==> config.mk <==
export PLATFORM = sky130hd
export DESIGN_NAME = ipv6_address_to_text_flat
export DESIGN_NICKNAME = d
export VERILOG_FILES = /design/src/sv/ipv6at_pkg.sv /design/src/sv/ipv6at_in_if.sv /design/src/sv/ipv6at_out_if.sv /design/src/sv/ipv6at_lane.sv /design/src/sv/ipv6at_merge.sv /design/src/sv/ipv6at_emit.sv /design/src/sv/ipv6_address_to_text.sv /design/src/flat_wrapper.sv
export SDC_FILE = /design/constraint.sdc
export NUM_CORES = 1
export LEC_CHECK = 0
export BUFFER_PORTS_ARGS = -buffer_cell sky130_fd_sc_hd__buf_2
export CAP_MARGIN = 20
export CORE_ASPECT_RATIO = 1.5
export CORE_MARGIN = 2
export CORE_UTILIZATION = 40
export CTS_BUF_LIST = sky130_fd_sc_hd__clkbuf_4 sky130_fd_sc_hd__clkbuf_8 sky130_fd_sc_hd__clkbuf_16
export DETAILED_ROUTE_END_ITERATION = 10
export GPL_TIMING_DRIVEN = 0
export PLACE_DENSITY = 0.53
export SYNTH_ARGS = -nofsm -noshare
export SYNTH_HDL_FRONTEND = slang
export SYNTH_SLANG_ARGS = --single-unit
==> constraint.sdc <==
create_clock -name clk_i -period 19.4 [get_ports clk_i]
set_input_delay 0.97 -clock clk_i [delete_from_list [all_inputs] [get_ports clk_i]]
set_output_delay 0.97 -clock clk_i [all_outputs]
set_load 0.005 [all_outputs]
==> src/sv/ipv6at_pkg.sv <==
// Package: shared types, character constants and hex helper for the IPv6 text formatter.
`default_nettype none

package ipv6at_pkg;

  localparam int unsigned NumGroups = 8;

  localparam logic [6:0] ChrColon = 7'h3A;
  localparam logic [6:0] ChrZero  = 7'h30;
  localparam logic [6:0] ChrUpperA = 7'h41;

  // Per-group findings of one lane
  typedef struct packed {
    logic            zero;       // whole group is zero
    logic [1:0]      first_dig;  // first printed digit, 0 = most significant
    logic [3:0][6:0] chr;        // ASCII of each digit, index 0 = most significant
  } lane_info_t;

  // Longest zero run of one address
  typedef struct packed {
    logic [2:0] start;
    logic [3:0] len;
  } run_t;

  // Character sequencer states
  typedef enum logic [2:0] {
    EM_IDLE,
    EM_SEP,
    EM_DIG,
    EM_DC1,
    EM_DC2
  } em_state_e;

  function automatic logic [6:0] hex_char(input logic [3:0] nib);
    logic [6:0] res;
    if (nib < 4'd10) begin
      res = ChrZero + {3'b000, nib};
    end else begin
      res = ChrUpperA + {3'b000, nib} - 7'd10;
    end
    return res;
  endfunction

endpackage

`default_nettype wire

==> src/sv/ipv6at_in_if.sv <==
// Interface: address request channel (two 64-bit halves, valid/ready).
`default_nettype none

interface ipv6at_in_if;
  logic        valid;
  logic        ready;
  logic [63:0] addr_high;
  logic [63:0] addr_low;

  modport source (output valid, output addr_high, output addr_low, input ready);
  modport sink   (input valid, input addr_high, input addr_low, output ready);
endinterface

`default_nettype wire

==> src/sv/ipv6at_out_if.sv <==
// Interface: text character channel (one ASCII character per request, valid/ready).
`default_nettype none

interface ipv6at_out_if;
  logic       valid;
  logic       ready;
  logic [6:0] char_code;
  logic       last_char;

  modport source (output valid, output char_code, output last_char, input ready);
  modport sink   (input valid, input char_code, input last_char, output ready);
endinterface

`default_nettype wire

==> src/sv/ipv6at_lane.sv <==
// Lane: formats one 16-bit group into hex characters and finds its leading digit.
`default_nettype none

module ipv6at_lane (
  input  logic [15:0]             group_i,
  output ipv6at_pkg::lane_info_t  info_o
);
  import ipv6at_pkg::*;

  logic [3:0] nz;

  // Nibble nonzero flags, most significant first
  always_comb begin
    for (int d = 0; d < 4; d++) begin
      nz[d] = |group_i[15 - 4*d -: 4];
    end
  end

  always_comb begin
    info_o.zero = ~|nz;
    priority if (nz[0]) begin
      info_o.first_dig = 2'd0;
    end else if (nz[1]) begin
      info_o.first_dig = 2'd1;
    end else if (nz[2]) begin
      info_o.first_dig = 2'd2;
    end else begin
      info_o.first_dig = 2'd3;
    end
    for (int d = 0; d < 4; d++) begin
      info_o.chr[d] = hex_char(group_i[15 - 4*d -: 4]);
    end
  end

endmodule

`default_nettype wire

==> src/sv/ipv6at_merge.sv <==
// Merge: combines the lanes' zero flags into the first longest run of zero groups.
`default_nettype none

module ipv6at_merge (
  input  ipv6at_pkg::lane_info_t [ipv6at_pkg::NumGroups-1:0] info_i,
  output ipv6at_pkg::run_t                                   run_o
);
  import ipv6at_pkg::*;

  logic [3:0] cur;
  logic [3:0] best_len;
  logic [2:0] best_start;

  // Left-to-right scan; a strictly longer run replaces the best, so ties keep the first
  always_comb begin
    cur        = 4'd0;
    best_len   = 4'd0;
    best_start = 3'd0;
    for (int i = 0; i < NumGroups; i++) begin
      if (info_i[i].zero) begin
        cur = cur + 4'd1;
      end else begin
        if (cur > best_len) begin
          best_len   = cur;
          best_start = 3'(4'(i) - cur);
        end
        cur = 4'd0;
      end
    end
    // Run that reaches the last group
    if (cur > best_len) begin
      best_len   = cur;
      best_start = 3'(4'(NumGroups) - cur);
    end
    run_o.start = best_start;
    run_o.len   = best_len;
  end

endmodule

`default_nettype wire

==> src/sv/ipv6at_emit.sv <==
// Emitter: walks the groups of one address and sends its text one character per cycle while the output accepts it.
`default_nettype none

module ipv6at_emit (
  input  logic                                               clk_i,
  input  logic                                               rst_ni,
  input  logic                                               load_i,
  input  ipv6at_pkg::lane_info_t [ipv6at_pkg::NumGroups-1:0] info_i,
  input  ipv6at_pkg::run_t                                   run_i,
  output logic                                               free_o,
  ipv6at_out_if.source                                       out_o
);
  import ipv6at_pkg::*;

  em_state_e  state_q, state_d;
  logic [2:0] gi_q, gi_d;
  logic [1:0] di_q, di_d;
  lane_info_t [NumGroups-1:0] info_q, info_d;
  run_t       run_q, run_d;

  logic       o_vld_q, o_vld_d;
  logic [6:0] o_chr_q, o_chr_d;
  logic       o_last_q, o_last_d;

  logic       busy, step, is_last, run_at_end;
  logic [6:0] chr;
  logic [2:0] gi_inc;
  logic [2:0] gi_after_run;

  assign busy         = (state_q != EM_IDLE);
  assign step         = busy && (!o_vld_q || out_o.ready);
  assign run_at_end   = (({1'b0, run_q.start} + run_q.len) == 4'(NumGroups));
  assign gi_inc       = gi_q + 3'd1;
  assign gi_after_run = run_q.start + run_q.len[2:0];
  assign free_o       = !busy || (step && is_last);

  // Next state of the character walk
  always_comb begin
    state_d = state_q;
    gi_d    = gi_q;
    di_d    = di_q;
    info_d  = info_q;
    run_d   = run_q;
    if (step) begin
      unique case (state_q)
        EM_SEP: begin
          state_d = EM_DIG;
          di_d    = info_q[gi_q].first_dig;
        end
        EM_DIG: begin
          if (di_q == 2'd3) begin
            if (gi_q == 3'(NumGroups - 1)) begin
              state_d = EM_IDLE;
            end else begin
              gi_d = gi_inc;
              if (run_q.len != 4'd0 && gi_inc == run_q.start) begin
                state_d = EM_DC1;
              end else begin
                state_d = EM_SEP;
              end
            end
          end else begin
            di_d = di_q + 2'd1;
          end
        end
        EM_DC1: begin
          state_d = EM_DC2;
        end
        EM_DC2: begin
          if (run_at_end) begin
            state_d = EM_IDLE;
          end else begin
            state_d = EM_DIG;
            gi_d    = gi_after_run;
            di_d    = info_q[gi_after_run].first_dig;
          end
        end
        default: begin
          state_d = state_q;
        end
      endcase
    end
    // New address; only taken when idle or on its predecessor's last character
    if (load_i) begin
      info_d = info_i;
      run_d  = run_i;
      gi_d   = 3'd0;
      di_d   = info_i[0].first_dig;
      if (run_i.len != 4'd0 && run_i.start == 3'd0) begin
        state_d = EM_DC1;
      end else begin
        state_d = EM_DIG;
      end
    end
  end

  // Character of the current step
  always_comb begin
    unique case (state_q)
      EM_DIG: begin
        chr     = info_q[gi_q].chr[di_q];
        is_last = (di_q == 2'd3) && (gi_q == 3'(NumGroups - 1));
      end
      EM_DC2: begin
        chr     = ChrColon;
        is_last = run_at_end;
      end
      EM_SEP, EM_DC1: begin
        chr     = ChrColon;
        is_last = 1'b0;
      end
      default: begin
        chr     = ChrColon;
        is_last = 1'b0;
      end
    endcase
  end

  // Output register
  always_comb begin
    o_vld_d  = o_vld_q;
    o_chr_d  = o_chr_q;
    o_last_d = o_last_q;
    if (step) begin
      o_vld_d  = 1'b1;
      o_chr_d  = chr;
      o_last_d = is_last;
    end else if (out_o.ready) begin
      o_vld_d  = 1'b0;
    end
  end

  always_ff @(posedge clk_i or negedge rst_ni) begin
    if (!rst_ni) begin
      state_q <= EM_IDLE;
      gi_q    <= 3'd0;
      di_q    <= 2'd0;
      o_vld_q <= 1'b0;
    end else begin
      state_q <= state_d;
      gi_q    <= gi_d;
      di_q    <= di_d;
      o_vld_q <= o_vld_d;
    end
  end

  always_ff @(posedge clk_i) begin
    info_q   <= info_d;
    run_q    <= run_d;
    o_chr_q  <= o_chr_d;
    o_last_q <= o_last_d;
  end

  assign out_o.valid     = o_vld_q;
  assign out_o.char_code = o_chr_q;
  assign out_o.last_char = o_last_q;

endmodule

`default_nettype wire

==> src/sv/ipv6_address_to_text.sv <==
// Top level: IPv6 address to compressed uppercase text, one character per cycle while the output accepts it.
//
// Each accepted address produces 2 to 39 characters (uppercase hex groups, colons, and
// "::" in place of the first longest run of zero groups), with last_char set on the
// final one. The character emitter sends one character per cycle while the output is
// not stalled. Eight lanes format the groups in the cycle an address is accepted; the
// next address waits in an input stage and its first character follows the previous
// address's last character with no gap. An empty input stage takes a request even
// while a character waits in the output register; a full one frees only when the
// emitter loads it, which a stalled output holds back.
`default_nettype none

module ipv6_address_to_text (
  input  logic          clk_i,
  input  logic          rst_ni,
  ipv6at_in_if.sink     in_i,
  ipv6at_out_if.source  out_o
);
  import ipv6at_pkg::*;

  lane_info_t [NumGroups-1:0] lane_info;
  lane_info_t [NumGroups-1:0] s1_info_q;
  logic                       s1_vld_q, s1_vld_d;
  run_t                       s1_run;
  logic                       em_free, em_load, accept;

  // One lane per 16-bit group, group 0 in the top bits of addr_high
  for (genvar g = 0; g < NumGroups / 2; g++) begin : g_lane
    ipv6at_lane u_lane_hi (
      .group_i (in_i.addr_high[63 - 16*g -: 16]),
      .info_o  (lane_info[g])
    );
    ipv6at_lane u_lane_lo (
      .group_i (in_i.addr_low[63 - 16*g -: 16]),
      .info_o  (lane_info[g + NumGroups / 2])
    );
  end

  // Input stage holding the lanes' findings
  assign em_load   = s1_vld_q && em_free;
  assign in_i.ready = !s1_vld_q || em_load;
  assign accept    = in_i.valid && in_i.ready;

  always_comb begin
    s1_vld_d = s1_vld_q;
    if (accept) begin
      s1_vld_d = 1'b1;
    end else if (em_load) begin
      s1_vld_d = 1'b0;
    end
  end

  always_ff @(posedge clk_i or negedge rst_ni) begin
    if (!rst_ni) begin
      s1_vld_q <= 1'b0;
    end else begin
      s1_vld_q <= s1_vld_d;
    end
  end

  always_ff @(posedge clk_i) begin
    if (accept) begin
      s1_info_q <= lane_info;
    end
  end

  // Zero-run search across the lanes
  ipv6at_merge u_merge (
    .info_i (s1_info_q),
    .run_o  (s1_run)
  );

  ipv6at_emit u_emit (
    .clk_i  (clk_i),
    .rst_ni (rst_ni),
    .load_i (em_load),
    .info_i (s1_info_q),
    .run_i  (s1_run),
    .free_o (em_free),
    .out_o  (out_o)
  );

endmodule

`default_nettype wire
==> src/flat_wrapper.sv <==
// flat-port wrapper written by rule: the top's interface ports become plain ports
module ipv6_address_to_text_flat import ipv6at_pkg::*;
  (clk_i, rst_ni, in_i_valid, in_i_addr_high, in_i_addr_low, in_i_ready, out_o_valid, out_o_char_code, out_o_last_char, out_o_ready);
  ipv6at_in_if in_i_i ();
  ipv6at_out_if out_o_i ();
  input  logic clk_i;
  input  logic rst_ni;
  input wire logic [$bits(in_i_i.valid)-1:0] in_i_valid;
  input wire logic [$bits(in_i_i.addr_high)-1:0] in_i_addr_high;
  input wire logic [$bits(in_i_i.addr_low)-1:0] in_i_addr_low;
  output wire logic [$bits(in_i_i.ready)-1:0] in_i_ready;
  output wire logic [$bits(out_o_i.valid)-1:0] out_o_valid;
  output wire logic [$bits(out_o_i.char_code)-1:0] out_o_char_code;
  output wire logic [$bits(out_o_i.last_char)-1:0] out_o_last_char;
  input wire logic [$bits(out_o_i.ready)-1:0] out_o_ready;
  assign in_i_i.valid = in_i_valid;
  assign in_i_i.addr_high = in_i_addr_high;
  assign in_i_i.addr_low = in_i_addr_low;
  assign in_i_ready = in_i_i.ready;
  assign out_o_valid = out_o_i.valid;
  assign out_o_char_code = out_o_i.char_code;
  assign out_o_last_char = out_o_i.last_char;
  assign out_o_i.ready = out_o_ready;
  ipv6_address_to_text u_core (.clk_i(clk_i), .rst_ni(rst_ni), .in_i(in_i_i), .out_o(out_o_i));
endmodule
==> results.py, run 1 <==
metrics = {
    "yosys": {
        "yosys_warnings": 0,
        "syn_area_per_cell_um2": 14.99,
        "synth_edf_count": 503,
        "ys.flop_type": "edfxtp_1",
        "ys_ff_latch": 513,
        "synth_common_cells": "edfxtp_1 (503), nand2_1 (141), inv_1 (131), a21oi_1 (89), ha_1 (85)",
        "async_flop_share_pct": 1.949,
        "synth_area_leaders": "edfxtp_1 (67%), mux4_2 (7.7%), ha_1 (4.7%), nand2_1 (2.3%), inv_1 (2.2%)",
        "yosys.area.top_type": "edfxtp_1",
        "ys_types": 81,
        "synth_nets": 1733,
        "yosysMostFrequentCell": "edfxtp_1",
        "ys_seq_area_share_pct": 67.61,
        "syn_area_um2": 22710,
        "yosysTopAreaCellShare_pct": 66.51,
        "synthCells": 1515,
    },
    "min_path": {
        "min_path_type": "in -> async",
    },
    "die": {
        "die_area_um2": 58730,
        "die_h_um": 295.8,
        "num_rows": 107,
        "io_pins": 142,
        "core-area_um2": 56500,
        "initial_core_util_pct": 40.20,
        "fp.dieW_um": 198.5,
    },
    "clock_tree": {
        "cts_resized": 0,
        "cts.sinks": 513,
        "htreeDepth": 2,
        "cts_made_buffers": 49,
        "clock-root-buffer": "clkbuf_16",
        "clock_latency_ns": 0.57,
        "path_clk_slew_ns": 0.07,
        "cts_tree": "done",
        "ctsHoldBuffers": 0,
        "cts_buffer_depth": 3,
        "post_cts.repair.setup_buffers": 0,
    },
    "critical_path": {
        "worstSetupEndpointType": "flop",
        "cp_common_cell": "ha_1",
        "path_class": "reg -> reg",
        "cp_data_arrival_time_ns": 9.89,
        "cp.required_ns": 19.82,
        "critical_path.top_delay_family": "compound AO/OA/AOI/OAI gates",
        "crit_slowest_cell": "a221o_1",
        "crit_path_max_incr_delay_ns": 0.48,
        "crit_buf_inv": 3,
        "worstPathMaxFanout": 10,
        "startpoint_type": "flop",
    },
    "finish": {
        "area_growth_pct": 16.00,
        "final_cell_area_um2": 26340,
        "nets": 1936,
        "n_fill_cell": 5015,
        "instances_no_fill": 2523,
        "drive_gt1_share_pct": 20.66,
    },
    "flow_run": {
        "cap_violations": 0,
    },
    "global_routing": {
        "antenna_found_initial": 4,
        "first_global_vias": 13240,
        "track_usage_pct": 18.44,
        "grt_max_degree": 122,
        "grt_pass1_wl_mm": 79.54,
        "grt.overflow.total": 0,
    },
    "detailed_routing": {
        "detail_route.wl_per_cell_um": 21.12,
        "wl_met1_mm": 20.69,
        "wl_met2_mm": 28.87,
        "drt-pass1-iter-count": 5,
        "topRoutingLayerUsed": "met5",
        "route.met3.wl_mm": 2.206,
        "via_per_inst": 5.146,
        "drtIter0Drc": 854,
        "wl_mm": 53.29,
        "drcViolationCount": 0,
        "drtAntennaViolNets": 0,
        "vias": 12980,
    },
    "pwr": {
        "irDropWorstVdd_mv": 0.06022,
        "pwr_density_cell_nw_per_um2": 111.8,
        "clockPowerShare_pct": 34.6,
        "switchingPower_mw": 0.7929,
        "power_frac_comb_pct": 20.9,
        "leakagePower_nw": 9.604,
        "intPower_mw": 2.153,
        "swShare_pct": 26.91,
        "power_frac_seq_pct": 44.5,
    },
    "sta": {
        "slew_viol_final": 0,
        "hold_viol_final": 0,
        "tightest_slew_ns": 0.9977,
        "max_slew_margin_pct": 33.49,
        "skew_ns": 0.01726,
        "period_share_pct": 48.77,
        "finalHoldWorstSlack_ns": 0.2743,
        "finalWorstSetupSlack_ns": 9.938,
        "fin_crit_ns": 9.462,
        "max_freq_mhz": 105.7,
        "grt_setup_unrepaired": "no",
        "finalSetupViolations": 0,
    },
    "place": {
        "place_ws_ns": 10.00,
        "hpwl_mm": 40.40,
        "place_congestion": 0.8380,
        "placed_area_um2": 24610,
        "port_buffers": 141,
        "dpl.cell_count": 2430,
    },
    "run_status": {
        "status": "complete, no violations",
    },
}
==> power groups by stage <==
stage | clock network (mW) | registers (mW) | logic, mW
2_1_floorplan | 0 | 1.34 | 0.392
3_3_place_gp | 0 | 1.36 | 0.615
3_5_place_dp | 0 | 1.33 | 0.632
4_1_cts | 1.04 | 1.31 | 0.633
5_1_grt | 1.08 | 1.32 | 0.667
6_report | 1.02 | 1.31 | 0.616
==> cell usage in the layout (no fill, tap or decap), drive strengths merged, types with 5 or more instances in the layout <==
cell type / n
a21o: 21
edfxtp: 503
mux4: 78
and3: 17
nand3: 19
nor2b: 7
ha: 85
xnor2: 33
nor3b: 12
mux2i: 16
nor3: 11
xor2: 5
nor2: 85
clkbuf: 69
clkinv: 19
and2: 7
a21oi: 93
inv: 136
nand2: 141
nand2b: 28
and4: 10
o211ai: 5
o21ai: 83
o21a: 8
a31oi: 6
buf: 175
dfrtp: 10
bufinv: 9
==> through the flow <==
step / util (%) / setup TNS [ns] / power, mW
floorplan: - / 0 / 1.731
global placement: 43.13 / -104.70 / 1.970
detailed placement: 43.57 / 0 / 1.966
CTS: 46.61 / 0 / 2.988
global route: 46.62 / 0 / 3.062
finish: 46.63 / 0 / 2.946
==> sequential cells by signal, summed over array words and instances (netlist names) <==
name                           count
u_core.u_emit.gi_q                 3
u_core.u_emit.run_q                7
u_core.u_emit.out_o.valid          1
u_core.s1_info_q                 248
u_core.s1_vld_q                    1
u_core.u_emit.state_q              3
u_core.u_emit.info_q             240
u_core.u_emit.out_o.char_code      7
u_core.u_emit.di_q                 2
u_core.u_emit.out_o.last_char      1
==> cells by family after synthesis <==
| group | count (synthesis) | synth area share (%) |
|---|---|---|
| adders and majority gates | 86 | 4.771 |
| other | 1 | 0.01651 |
| and+or+nand+nor | 354 | 7.521 |
| xor gates and xnor gates | 38 | 1.466 |
| DFF | 513 | 67.61 |
| muxes | 97 | 8.606 |
| buffers and inverters | 168 | 2.959 |
| AOI/OAI and AO/OA | 258 | 7.047 |
==> layout make-up <==
cell class	count	area, um^2	area share, %
clock buffer	57	1304	4.949
inverter	133	499.2	1.895
antenna	3	7.507	0.02850
clock inverter	33	416.7	1.582
timing repair buffer	152	935.9	3.553
sequential	513	15350	58.29
buffer	35	180.2	0.6840
tap	763	954.7	3.624
multi-input combinational	834	6690	25.40
==> final timing paths <==
kind / slack [ns] / endpoint / startpoint / cells past startpoint
max: 9.94 / u_core.u_emit.state_q[0] / u_core.s1_info_q[61] / 38
max reg2reg: 9.94 / u_core.u_emit.state_q[0] / u_core.s1_info_q[61] / 38
min in group clk_i: 0.41 / u_core.u_emit.info_q[85] / u_core.s1_info_q[85] / 0
min reg2reg: 0.41 / u_core.u_emit.info_q[85] / u_core.s1_info_q[85] / 0
max in group asynchronous: 18.90 / u_core.u_emit.gi_q[0] / rst_ni / 1
min: 0.27 / u_core.u_emit.state_q[2] / rst_ni / 1
==> layer usage <==
metal / up-vias / GRT usage (%)
met5: - / 0
met4: 4 / 5.916
met3: 71 / 2.593
met2: 287 / 34.54
met1: 6501 / 21.66
li1: 6120 / -
Power figures use the tool's default switching activity.
==> run 2, diff against run 1 <==
- PLACE_DENSITY: 0.53 -> 0.56
- clock period: 19.4 -> 8.7 ns (I/O delays scaled with it)
==> results.py, run 2 (same netlist as run 1, synthesis figures left out) <==
metrics = {
    "sta": {
        "finalSetupViolations": 0,
        "max_slew_margin_pct": 28.90,
        "fin_crit_ns": 8.277,
        "hold_viol_final": 0,
        "tightest_slew_ns": 1.067,
        "slew_viol_final": 0,
        "finalHoldWorstSlack_ns": 0.09418,
        "skew_ns": 0.02160,
        "period_share_pct": 95.14,
        "grt_setup_unrepaired": "no",
        "max_freq_mhz": 120.8,
    },
    "global_routing": {
        "grt.overflow.total": 0,
        "track_usage_pct": 18.15,
        "grt_pass1_wl_mm": 78.40,
        "grt_max_degree": 102,
        "first_global_vias": 13020,
        "antenna_found_initial": 8,
    },
    "finish": {
        "area_growth_pct": 16.72,
        "mostFrequentLayoutCells": "edfxtp_1 (503), buf_2 (155), nand2_1 (140), inv_1 (131), a21oi_1 (87)",
        "largest_reg_flops": 248,
        "top_regs": "u_core.s1_info_q: 248 flops, u_core.u_emit.info_q: 240 flops",
        "final_util_pct": 46.92,
        "drive_gt1_share_pct": 21.70,
        "nets": 1946,
        "final_common_cell": "edfxtp_1",
        "regMostFlops": "u_core.s1_info_q",
    },
    "critical_path": {
        "path_class": "reg -> reg",
        "worstPathMaxFanout": 9,
        "worstSetupEndpointType": "flop",
        "crit_path_max_incr_delay_ns": 0.45,
        "cp_common_cell": "ha_1",
        "r2r_slack_ns": 0.42,
        "crit_slowest_cell": "edfxtp_1",
        "startpoint_type": "flop",
        "cp.required_ns": 9.13,
        "cp_data_arrival_time_ns": 8.71,
    },
    "pwr": {
        "power_frac_seq_pct": 44.8,
        "intPower_mw": 4.755,
        "p_total_mw": 6.519,
        "leakagePower_nw": 9.641,
        "swShare_pct": 27.06,
        "irDropWorstVdd_mv": 0.1474,
        "clockPowerShare_pct": 33.8,
        "power_frac_comb_pct": 21.3,
        "switchingPower_mw": 1.764,
        "pwr_density_cell_nw_per_um2": 245.9,
    },
    "detailed_routing": {
        "drt-pass1-iter-count": 5,
        "drtIter0Drc": 889,
        "detail_route.wl_per_cell_um": 20.81,
        "drtAntennaViolNets": 0,
        "vias": 12990,
        "via_per_inst": 5.128,
        "wl_mm": 52.72,
        "drcViolationCount": 0,
    },
    "die": {
        "num_rows": 107,
        "die_area_um2": 58730,
        "core-area_um2": 56500,
        "die_h_um": 295.8,
        "io_pins": 142,
        "initial_core_util_pct": 40.20,
        "fp.dieW_um": 198.5,
    },
    "clock_tree": {
        "clock-root-buffer": "clkbuf_16",
        "cts.sinks": 513,
        "cts_buffer_depth": 3,
        "cts_made_buffers": 47,
        "cts_tree": "done",
        "htreeDepth": 2,
        "clock_latency_ns": 0.57,
        "path_clk_slew_ns": 0.06,
    },
    "run_status": {
        "status": "complete, no violations",
    },
    "place": {
        "port_buffers": 141,
        "hpwl_mm": 39.96,
        "place_congestion": 0.8513,
    },
    "flow_run": {
        "cap_violations": 0,
    },
    "min_path": {
        "min_path_type": "in -> reg",
    },
}
run 2: cell types whose count changed in the layout (fill, tap and decap cells not counted), moves of 3 or more:
| cell | before | now |
|---|---|---|
| clkinv_2 | 9 | 6 |
| buf_4 | 5 | 18 |
| clkinv_4 | 2 | 5 |
| clkbuf_4 | 7 | 4 |
| clkinvlp_4 | 2 | 5 |
| clkbuf_16 | 50 | 47 |
run 2: final timing paths:
kind | start | to | depth (start not counted)
setup reg to reg | u_core.s1_info_q[61] | u_core.u_emit.state_q[0] | 38
setup / recovery | u_core.s1_info_q[61] | u_core.u_emit.state_q[0] | 38
min in group asynchronous | rst_ni | u_core.u_emit.gi_q[1] | 2
max in group asynchronous | rst_ni | u_core.u_emit.state_q[2] | 2
hold reg to reg | u_core.s1_info_q[198] | u_core.u_emit.info_q[198] | 0
hold / removal | in_i_valid | u_core.s1_vld_q | 2
run 2: stage by stage:
step	cell area (um^2)	cells	setup WS (ns)	setup TNS, ns
floorplan	22720	1515	0.7960	0
global placement	24380	2419	-0.4428	-0.9457
detailed placement	24600	2429	-0.5876	-2.113
CTS	26330	2518	0.04341	0
global route	26500	2531	0.01291	0
finish	26510	2533	0.4230	0
run 2: worst max-delay path: cells and delay by family (launching register included):
family          cells  cell delay, ns
compound gates     17            3.29
fa+ha+maj           7            1.89
buf+inv             2            0.34
flops               1            0.45
mux                 1            0.39
simple gates       11            1.75
run 2: cell type report:
type                       count  area, um^2
sequential                   513       15350
clock buffer                  51        1206
buffer                        34       182.7
clock inverter                35       467.9
inverter                     133       499.2
tap                          763       954.7
fill                        4984       29990
timing repair buffer         165        1028
multi-input combinational    834        6799
antenna                        5       12.51
run 2: timing repair:
action	4_1_cts	5_1_grt
gates resized for setup	6	17
pin swaps	1	6
buffers inserted	3	10
hold endpoints to repair	10	0
endpoints found under the setup margin	8	8
hold buffers	1	0
run 2: power by group through the flow:
stage | Combinational [mW] | Sequential, mW | Clock [mW]
after floorplan | 0.874 | 2.96 | 0
after global placement | 1.36 | 2.99 | 0
after detailed placement | 1.39 | 2.97 | 0
after CTS | 1.40 | 2.92 | 2.27
after global routing | 1.49 | 2.93 | 2.35
final | 1.39 | 2.92 | 2.21
run 2: per-layer routing:
layer	vias up	GRT usage, %	share of wire, %
met2	322	33.17	53
met4	8	7.426	4.0
met3	92	2.627	4.4
met5	-	0	0.076
li1	6135	-	-
met1	6432	21.32	38
==> run 3, diff against run 2 <==
- BUFFER_PORTS_ARGS: -buffer_cell sky130_fd_sc_hd__buf_2 -> -buffer_cell sky130_fd_sc_hd__buf_4
==> results.py, run 3 (same netlist as run 1, synthesis figures left out) <==
metrics = {
    "finish": {
        "regMostFlops": "u_core.s1_info_q",
        "drive_gt1_share_pct": 22.13,
        "final_common_cell": "edfxtp_1",
        "area_growth_pct": 18.31,
        "diodes": 0,
        "mostFrequentLayoutCells": "edfxtp_1 (503), buf_4 (159), nand2_1 (140), inv_1 (131), a21oi_1 (87)",
        "nets": 1947,
        "top_regs": "u_core.s1_info_q: 248 flops, u_core.u_emit.info_q: 240 flops",
        "final_util_pct": 47.56,
        "largest_reg_flops": 248,
    },
    "critical_path": {
        "crit_path_max_incr_delay_ns": 0.43,
        "path_class": "reg -> reg",
        "reg2regPathDepth": 37,
        "cp_common_cell": "ha_1",
        "worstPathMaxFanout": 9,
        "cp.required_ns": 9.16,
        "cp_data_arrival_time_ns": 8.81,
        "startpoint_type": "flop",
        "worstSetupEndpointType": "flop",
        "crit_slowest_cell": "edfxtp_1",
    },
    "sta": {
        "fin_crit_ns": 8.349,
        "max_slew_margin_pct": 32.68,
        "finalSetupViolations": 0,
        "slew_viol_final": 0,
        "max_freq_mhz": 119.8,
        "period_share_pct": 95.97,
        "hold_viol_final": 0,
        "tightest_slew_ns": 1.010,
        "skew_ns": 0.02395,
    },
    "global_routing": {
        "antenna_found_initial": 0,
        "first_global_vias": 13250,
        "grt.overflow.total": 0,
        "track_usage_pct": 18.30,
        "grt_max_degree": 103,
        "grt_pass1_wl_mm": 79.36,
    },
    "pwr": {
        "p_total_mw": 6.514,
        "swShare_pct": 26.88,
        "irDropWorstVdd_mv": 0.1724,
        "power_frac_seq_pct": 44.9,
        "intPower_mw": 4.764,
        "leakagePower_nw": 9.754,
        "pwr_density_cell_nw_per_um2": 242.5,
        "power_frac_comb_pct": 21.8,
        "clockPowerShare_pct": 33.3,
        "switchingPower_mw": 1.751,
    },
    "clock_tree": {
        "cts.sinks": 513,
        "clock-root-buffer": "clkbuf_16",
        "path_clk_slew_ns": 0.06,
        "cts_tree": "done",
        "htreeDepth": 2,
        "cts_buffer_depth": 3,
        "cts_made_buffers": 47,
        "clock_latency_ns": 0.58,
    },
    "detailed_routing": {
        "vias": 12970,
        "drtAntennaViolNets": 0,
        "drcViolationCount": 0,
        "via_per_inst": 5.125,
        "drt-pass1-iter-count": 5,
        "detail_route.wl_per_cell_um": 21.01,
        "wl_mm": 53.15,
        "drtIter0Drc": 892,
    },
    "die": {
        "initial_core_util_pct": 40.20,
        "fp.dieW_um": 198.5,
        "die_h_um": 295.8,
        "num_rows": 107,
        "io_pins": 142,
        "die_area_um2": 58730,
        "core-area_um2": 56500,
    },
    "place": {
        "hpwl_mm": 39.94,
        "port_buffers": 141,
        "place_congestion": 0.8437,
    },
    "flow_run": {
        "cap_violations": 0,
    },
    "run_status": {
        "status": "complete, no violations",
    },
    "min_path": {
        "hold-path-cell-count": 2,
        "min_path_type": "in -> reg",
    },
}
==> run 3: power by group through the flow <==
| stage | clock (mW) | sequential [mW] | combinational [mW] |
|---|---|---|---|
| floorplan | 0 | 2.96 | 0.874 |
| global placement | 0 | 2.99 | 1.38 |
| detailed placement | 0 | 2.98 | 1.41 |
| CTS | 2.23 | 2.92 | 1.43 |
| global route | 2.33 | 2.93 | 1.53 |
| finish | 2.17 | 2.92 | 1.42 |
==> run 3: metal layers <==
metal  vias to the layer above  part of all wire, %  GRT usage, %
met5                         -                    0             0
met4                         0                  3.6         6.462
met3                        87                  4.3         2.627
met2                       321                   54         33.86
met1                      6438                   38         21.56
li1                       6121                    -             -
==> run 3: worst paths after layout <==
kind | from | endpoint | slack [ns]
min | in_i_valid | u_core.s1_vld_q | 0.1
max in group asynchronous | rst_ni | u_core.u_emit.state_q[0] | 8.28
min in group asynchronous | rst_ni | u_core.u_emit.gi_q[0] | 0.25
max reg2reg | u_core.s1_info_q[61] | u_core.u_emit.state_q[0] | 0.35
max | u_core.s1_info_q[61] | u_core.u_emit.state_q[0] | 0.35
min reg2reg | u_core.s1_info_q[163] | u_core.u_emit.info_q[163] | 0.41
==> run 3: layout make-up <==
type	count	area, um^2
buffer	34	182.7
clock buffer	58	1282
clock inverter	29	365.4
fill	4959	29630
inverter	133	499.2
multi-input combinational	835	6848
sequential	513	15350
tap	763	954.7
timing repair buffer	165	1381
==> run 3: critical path: cells and delay by family, from the launching register on <==
family                   cells  cell delay, ns
AND/OR/NAND/NOR             10            1.82
AO/OA/AOI/OAI               16            3.12
buffers and inverters        3            0.52
adder cells (fa/ha/maj)      7            1.91
multiplexers                 1            0.40
flip-flops                   1            0.43
==> run 3: timing repair <==
action | in CTS | in global routing
endpoints found under the setup margin | 8 | 8
pin swaps | 1 | 7
gates cloned | 0 | 1
resized for setup | 5 | 26
hold buffers | 1 | 0
setup buffers | 4 | 9
endpoints found under the hold margin | 10 | 0
==> run 3: per-stage QoR <==
step                 TNS, ns  hold slack, ns  cell area (um^2)  cells  worst slack (ns)
detailed placement    -1.903          0.2794             24950   2429           -0.5404
global placement     -0.9259          0.2800             24730   2419           -0.4437
floorplan                  0          0.1394             22720   1515            0.7960
global route        -0.04995         0.08189             26870   2530          -0.04995
finish                     0         0.09832             26870   2530            0.3505
CTS                        0         0.07690             26660   2520          0.003597
